## config.mk

```make
export PLATFORM = sky130hd
export DESIGN_NAME = lbbgk_div
export DESIGN_NICKNAME = d
export VERILOG_FILES = /design/src/lbbgk_pkg.sv /design/src/lbbgk_div.sv
export SDC_FILE = /design/constraint.sdc
export NUM_CORES = 1
export LEC_CHECK = 0
export ABC_AREA = 1
export BUFFER_PORTS_ARGS = -buffer_cell sky130_fd_sc_hd__buf_2
export CAP_MARGIN = 40
export CORE_ASPECT_RATIO = 0.5
export CORE_MARGIN = 4
export CORE_UTILIZATION = 55
export CTS_BUF_LIST = sky130_fd_sc_hd__clkbuf_4 sky130_fd_sc_hd__clkbuf_8 sky130_fd_sc_hd__clkbuf_16
export DETAILED_ROUTE_END_ITERATION = 7
export PLACE_DENSITY = 0.78
export SYNTH_ARGS = -nofsm -noshare
export SYNTH_HDL_FRONTEND = slang
export SYNTH_SLANG_ARGS = --single-unit
```

## constraint.sdc

```tcl
create_clock -name clk -period 7.25 [get_ports clk]
set_clock_uncertainty 0.05 [all_clocks]
set_input_delay 1.0875 -clock clk [delete_from_list [all_inputs] [get_ports clk]]
set_output_delay 1.0875 -clock clk [all_outputs]
set_load 0.03 [all_outputs]
```

## src/lbbgk_pkg.sv

```systemverilog
// Shared types, constants and the D3Q19 direction table for the BGK collision core.
package lbbgk_pkg;

  localparam int Q_FRAC   = 24;
  localparam int DATA_W   = 32;
  localparam int RELAX_W  = 26;
  localparam int DIR_W    = 5;
  localparam int NUM_DIRS = 19;

  localparam logic [DIR_W-1:0]   AXIS_LAST   = 5'd6;
  localparam logic [RELAX_W-1:0] RELAX_RESET = 26'd32263877;

  localparam logic signed [DATA_W-1:0] SAT_MAX = 32'sh7FFF_FFFF;
  localparam logic signed [DATA_W-1:0] SAT_MIN = 32'sh8000_0000;

  localparam logic signed [44:0] TWO_Q24  = 45'sd33554432;
  localparam logic signed [32:0] TWOB_MAX = 33'sd4294967295;
  localparam logic [63:0]        HALF_Q24 = 64'd8388608;

  localparam int DIV_W      = 36;
  localparam int DIV_STAGES = 3;
  localparam int DIV_STEPS  = 6;
  localparam int REM_W      = 4;
  localparam logic [5:0] DIV_SMALL = 6'd3;
  localparam logic [5:0] DIV_LARGE = 6'd9;

  typedef logic signed [1:0] comp_t;
  typedef comp_t [0:2] dvec_t;

  localparam comp_t C0 = 2'sd0;
  localparam comp_t CP = 2'sd1;
  localparam comp_t CM = -2'sd1;

  localparam dvec_t DIR_VEC [NUM_DIRS] = '{
    '{C0, C0, C0},
    '{CP, C0, C0}, '{CM, C0, C0}, '{C0, C0, CP}, '{C0, C0, CM},
    '{C0, CM, C0}, '{C0, CP, C0},
    '{CP, C0, CP}, '{CM, C0, CM}, '{CP, C0, CM}, '{CM, C0, CP},
    '{C0, CM, CP}, '{C0, CP, CM}, '{C0, CP, CP}, '{C0, CM, CM},
    '{CP, CM, C0}, '{CM, CP, C0}, '{CP, CP, C0}, '{CM, CM, C0}
  };

  typedef enum logic [1:0] {
    CLS_REST = 2'd0,
    CLS_AXIS = 2'd1,
    CLS_DIAG = 2'd2
  } dclass_t;

  typedef struct packed {
    logic                     valid;
    logic                     bypass;
    logic signed [DATA_W-1:0] pop;
  } side_t;

  typedef struct packed {
    side_t              side;
    dclass_t            cls;
    logic signed [63:0] prod;
  } prod_t;

  typedef struct packed {
    side_t            side;
    logic             neg;
    logic             ovf;
    logic [DIV_W-1:0] w;
  } quot_t;

endpackage

```

## src/lbbgk_div.sv

```systemverilog
// Pipelined rounding divider by the lattice weight denominator, radix 4 per step.
module lbbgk_div (
  input  logic              clk,
  input  logic              rst,
  input  lbbgk_pkg::prod_t  prod_in,
  output lbbgk_pkg::quot_t  quot_out
);

  typedef struct packed {
    logic                          nine;
    logic [lbbgk_pkg::REM_W-1:0]   r;
    lbbgk_pkg::quot_t              q;
  } stage_t;

  function automatic stage_t div_stage(stage_t s);
    stage_t     o;
    logic [5:0] v, d1, d2, d3;
    logic [1:0] qd;
    o  = s;
    d1 = s.nine ? lbbgk_pkg::DIV_LARGE : lbbgk_pkg::DIV_SMALL;
    d2 = d1 + d1;
    d3 = d2 + d1;
    for (int j = 0; j < lbbgk_pkg::DIV_STEPS; j++) begin
      v = {o.r, o.q.w[lbbgk_pkg::DIV_W-1 -: 2]};
      if (v >= d3) begin
        qd = 2'd3;
        v  = v - d3;
      end else if (v >= d2) begin
        qd = 2'd2;
        v  = v - d2;
      end else if (v >= d1) begin
        qd = 2'd1;
        v  = v - d1;
      end else begin
        qd = 2'd0;
      end
      o.r   = v[lbbgk_pkg::REM_W-1:0];
      o.q.w = {o.q.w[lbbgk_pkg::DIV_W-3:0], qd};
    end
    return o;
  endfunction

  logic [63:0] mag, bias, biased;
  logic [39:0] n_c, m_c;
  stage_t      st0_c;

  always_comb begin
    mag = prod_in.prod[63] ? unsigned'(-prod_in.prod) : unsigned'(prod_in.prod);
    case (prod_in.cls)
      lbbgk_pkg::CLS_REST: bias = 64'd6 << (lbbgk_pkg::Q_FRAC - 1);
      lbbgk_pkg::CLS_AXIS: bias = 64'd36 << (lbbgk_pkg::Q_FRAC - 1);
      default:             bias = 64'd72 << (lbbgk_pkg::Q_FRAC - 1);
    endcase
    biased = mag + bias;
    n_c    = biased[63:24];
    case (prod_in.cls)
      lbbgk_pkg::CLS_REST: m_c = n_c >> 1;
      lbbgk_pkg::CLS_AXIS: m_c = n_c >> 2;
      default:             m_c = n_c >> 3;
    endcase
    st0_c.nine   = prod_in.cls != lbbgk_pkg::CLS_REST;
    st0_c.r      = '0;
    st0_c.q.side = prod_in.side;
    st0_c.q.neg  = prod_in.prod[63];
    st0_c.q.ovf  = |m_c[39:35];
    st0_c.q.w    = {1'b0, m_c[34:0]};
  end

  stage_t st      [lbbgk_pkg::DIV_STAGES+1];
  stage_t st_next [lbbgk_pkg::DIV_STAGES+1];

  always_comb begin
    st_next[0] = st0_c;
    for (int k = 1; k <= lbbgk_pkg::DIV_STAGES; k++) begin
      st_next[k] = div_stage(st[k-1]);
    end
  end

  always_ff @(posedge clk) begin
    if (rst) begin
      for (int k = 0; k <= lbbgk_pkg::DIV_STAGES; k++) begin
        st[k] <= '0;
      end
    end else begin
      for (int k = 0; k <= lbbgk_pkg::DIV_STAGES; k++) begin
        st[k] <= st_next[k];
      end
    end
  end

  assign quot_out = st[lbbgk_pkg::DIV_STAGES].q;

endmodule

```

==> metrics.csv <==
stage;metric;value;unit
detailed_routing;drt-total-wl;41.2;mm
finish;n_antenna_cell;0;
outcome;status;complete, no violations;
yosys;synth_area;0.0187;mm²
yosys;syn_area_per_cell;7.16;µm²
critical_path;rrSetupSlack;360;ps
finish;nFillCells;2892;
timing;slew_viol_final;0;
detailed_routing;dr.first_iter.drc_count;1076;
critical_path;cp_max_fo;6;
timing;tightest_slew;893;ps
global_route;antenna_found_initial;0;
clocking;tritoncts;built;
yosys;synth_flop_cell;dfxtp_1;
floorplan;die_y;139;µm
timing;min_period_over_period;95.1;%
yosys;synth_edf_count;0;
placed_design;dpl_cell_area;0.0202;mm²
floorplan;die-width;269;µm
yosys;synthTopCellsByArea;dfxtp_1 (32%), inv_1 (9.2%), nand2_1 (8.8%);
yosys;netlist-cell-type-count;63;
hold_path;hold_depth;2;
yosys;synth_seq_cells;295;
timing;post-route-min-period;6890;ps
yosys;synth_compound_area_share;7.84;%
finish;syn_to_final_growth;15.3;%
critical_path;r2r_cells;56;
critical_path;worstPathArrival;7250;ps
floorplan;dieArea;0.0373;mm²
timing;setup_viol_count_final;0;
clocking;clkSinkCount;295;
placed_design;dpl.hpwl;31.2;mm
clocking;cts_buffers;28;
floorplan;io_pins;174;
critical_path;startpoint_type;flop;
timing;relSlewSlack;39.9;%
critical_path;endpoint_kind;flop;
finish;largest_reg_flops;295;
finish;final_common_cell;inv_1;
hold_path;hp-start;st[0][37];
yosys;synth_top_area_share;31.5;%
floorplan;core_area;0.0333;mm²
finish;final_cell_mix;inv_1 (452), nand2_1 (423), nor2_1 (409);
yosys;synthAdderAreaFrac;13.6;%
critical_path;cpPeakStageDelay;350;ps
yosys;postSynthCellCount;2617;
timing;hold_violations;0;
global_route;grt_pass1_vias;14500;
detailed_routing;wire_per_inst;12.6;µm
clocking;ctsRootBufferMaster;clkbuf_16;
yosys;synth_top_area_cell;dfxtp_1;
floorplan;start_util;56.2;%
critical_path;cp_slowest_cell;dfxtp_4;
timing;finalWorstSetupSlack;358;ps
clocking;cts_buffer_depth;3;
floorplan;rows;47;
global_route;grt_pass1_wl;67.0;mm
finish;final_area;0.0216;mm²
yosys;seq_area_frac_synth;31.5;%
yosys;yosys_warnings;0;
hold_path;hold_path_class;flop to flop;
yosys;synth-xor-area-share;4.91;%
detailed_routing;viasPerCell;4.90;
clocking;clock_latency;560;ps
critical_path;required;7610;ps
clocking;cts.hold.buffers_added;0;
critical_path;worstSetupPathType;flop to flop;
timing;max_freq;0.145;GHz
hold_path;holdPathEnd;st[1][37];
placed_design;gp_congestion;0.953;
yosys;async_flop_share;0;%
critical_path;worst_r2r_startpoint;st[1][76];
critical_path;cpMostUsedCell;nand2_2;
yosys;synth-simple-area-share;31.1;%
critical_path;r2r_end;st[2][74];
placed_design;place_ws;-42.6;ps
detailed_routing;antenna_left;0;
clocking;clk_pin_slew;70;ps
clocking;cts.htree.levels;1;
yosys;synth_top_family_by_area;simple AND/OR/NAND/NOR gates;
detailed_routing;firstDrtPassIters;7;
finish;regMostFlops;st;
job;max_cap_violations;0;
global_route;overflow;0;
finish;final_nets;3087;
placed_design;port_buffers;172;
detailed_routing;route.detailed.drc;0;
finish;drive_gt1_share;19.2;%
finish;reg_top3;st x295;
global_route;grt_max_degree;76;
global_route;grtUsageTotal;20.9;%
detailed_routing;num_vias;16000;
yosys;synthMuxAreaShare;0;%
[how the worst max path moves through the flow]
stage	from	to	slack, ps
floorplan	st[1][76]	st[2][73]	20
global placement	st[1][76]	st[2][74]	160
detailed placement	st[1][76]	st[2][74]	-40
CTS	st[1][76]	st[2][74]	3
global route	st[1][76]	st[2][74]	-110
finish	st[1][76]	st[2][74]	360
[logic make-up after synthesis]
kind of cell    after synthesis
compound gates              230
xor+xnor                    105
fa+ha+maj                   174
buf+inv                     548
flops                       295
other cells                   1
simple gates               1264
[final cells by class]
cell class	count	area, µm²	share of cell area, %
clock buffers	37	805	3.72
inverters	500	1890	8.75
well taps	441	552	2.55
flip-flops and latches	295	5920	27.4
repair buffers	211	1210	5.62
multi-input cells	1775	11000	51.0
clock inverters	15	190	0.880
[per-stage QoR]
stage	instances	hold slack (ps)	setup TNS (ps)	utilization [%]
after CTS	3251	342	0	63.5
after global routing	3274	349	-371	64.8
after floorplan	2618	338	0	-
after detailed placement	3199	342	-124	60.5
after global placement	3196	338	0	60.3
final	3274	339	0	64.8
[critical path, delay by kind of cell (launching register included)]
| family | cells | cell delay [ps] |
|---|---|---|
| adders and majority gates | 7 | 1690 |
| DFF | 1 | 350 |
| buffers and inverters | 6 | 530 |
| and+or+nand+nor | 38 | 3470 |
| AOI/OAI and AO/OA | 5 | 670 |
[routing by layer]
metal | up-vias | global-route usage (%) | wire length [µm]
li1 | 8439 | - | -
met1 | 7172 | 30.4 | 20000
met2 | 364 | 33.6 | 18500
met3 | 52 | 2.66 | 1980
met4 | 0 | 3.96 | 701
met5 | - | 0 | 0
[what timing repair did]
item                       CTS  global route
pin swaps                    0            27
setup buffers                0            23
setup endpoints to repair    4            14
gates resized for setup      3            59
[cells in the mapped netlist (all sizes together), types with 2 or more instances]
master	instances
nand2	525
inv	496
nor2	444
dfxtp	295
nand3	183
a21oi	126
ha	125
xor2	74
o21ai	54
fa	49
nand4	42
clkbuf	38
xnor2	31
or2	24
nor3	15
a31oi	14
nand3b	13
nor4	11
buf	10
o221ai	9
o211ai	7
clkinv	4
o41ai	4
a21boi	3
nor3b	3
o21a	3
a21o	2
and2	2
o21bai	2
o22ai	2
Power is left out: the tool's default activity adds up to more than one toggle a clock period on the data nets, which glitch-free logic cannot reach.
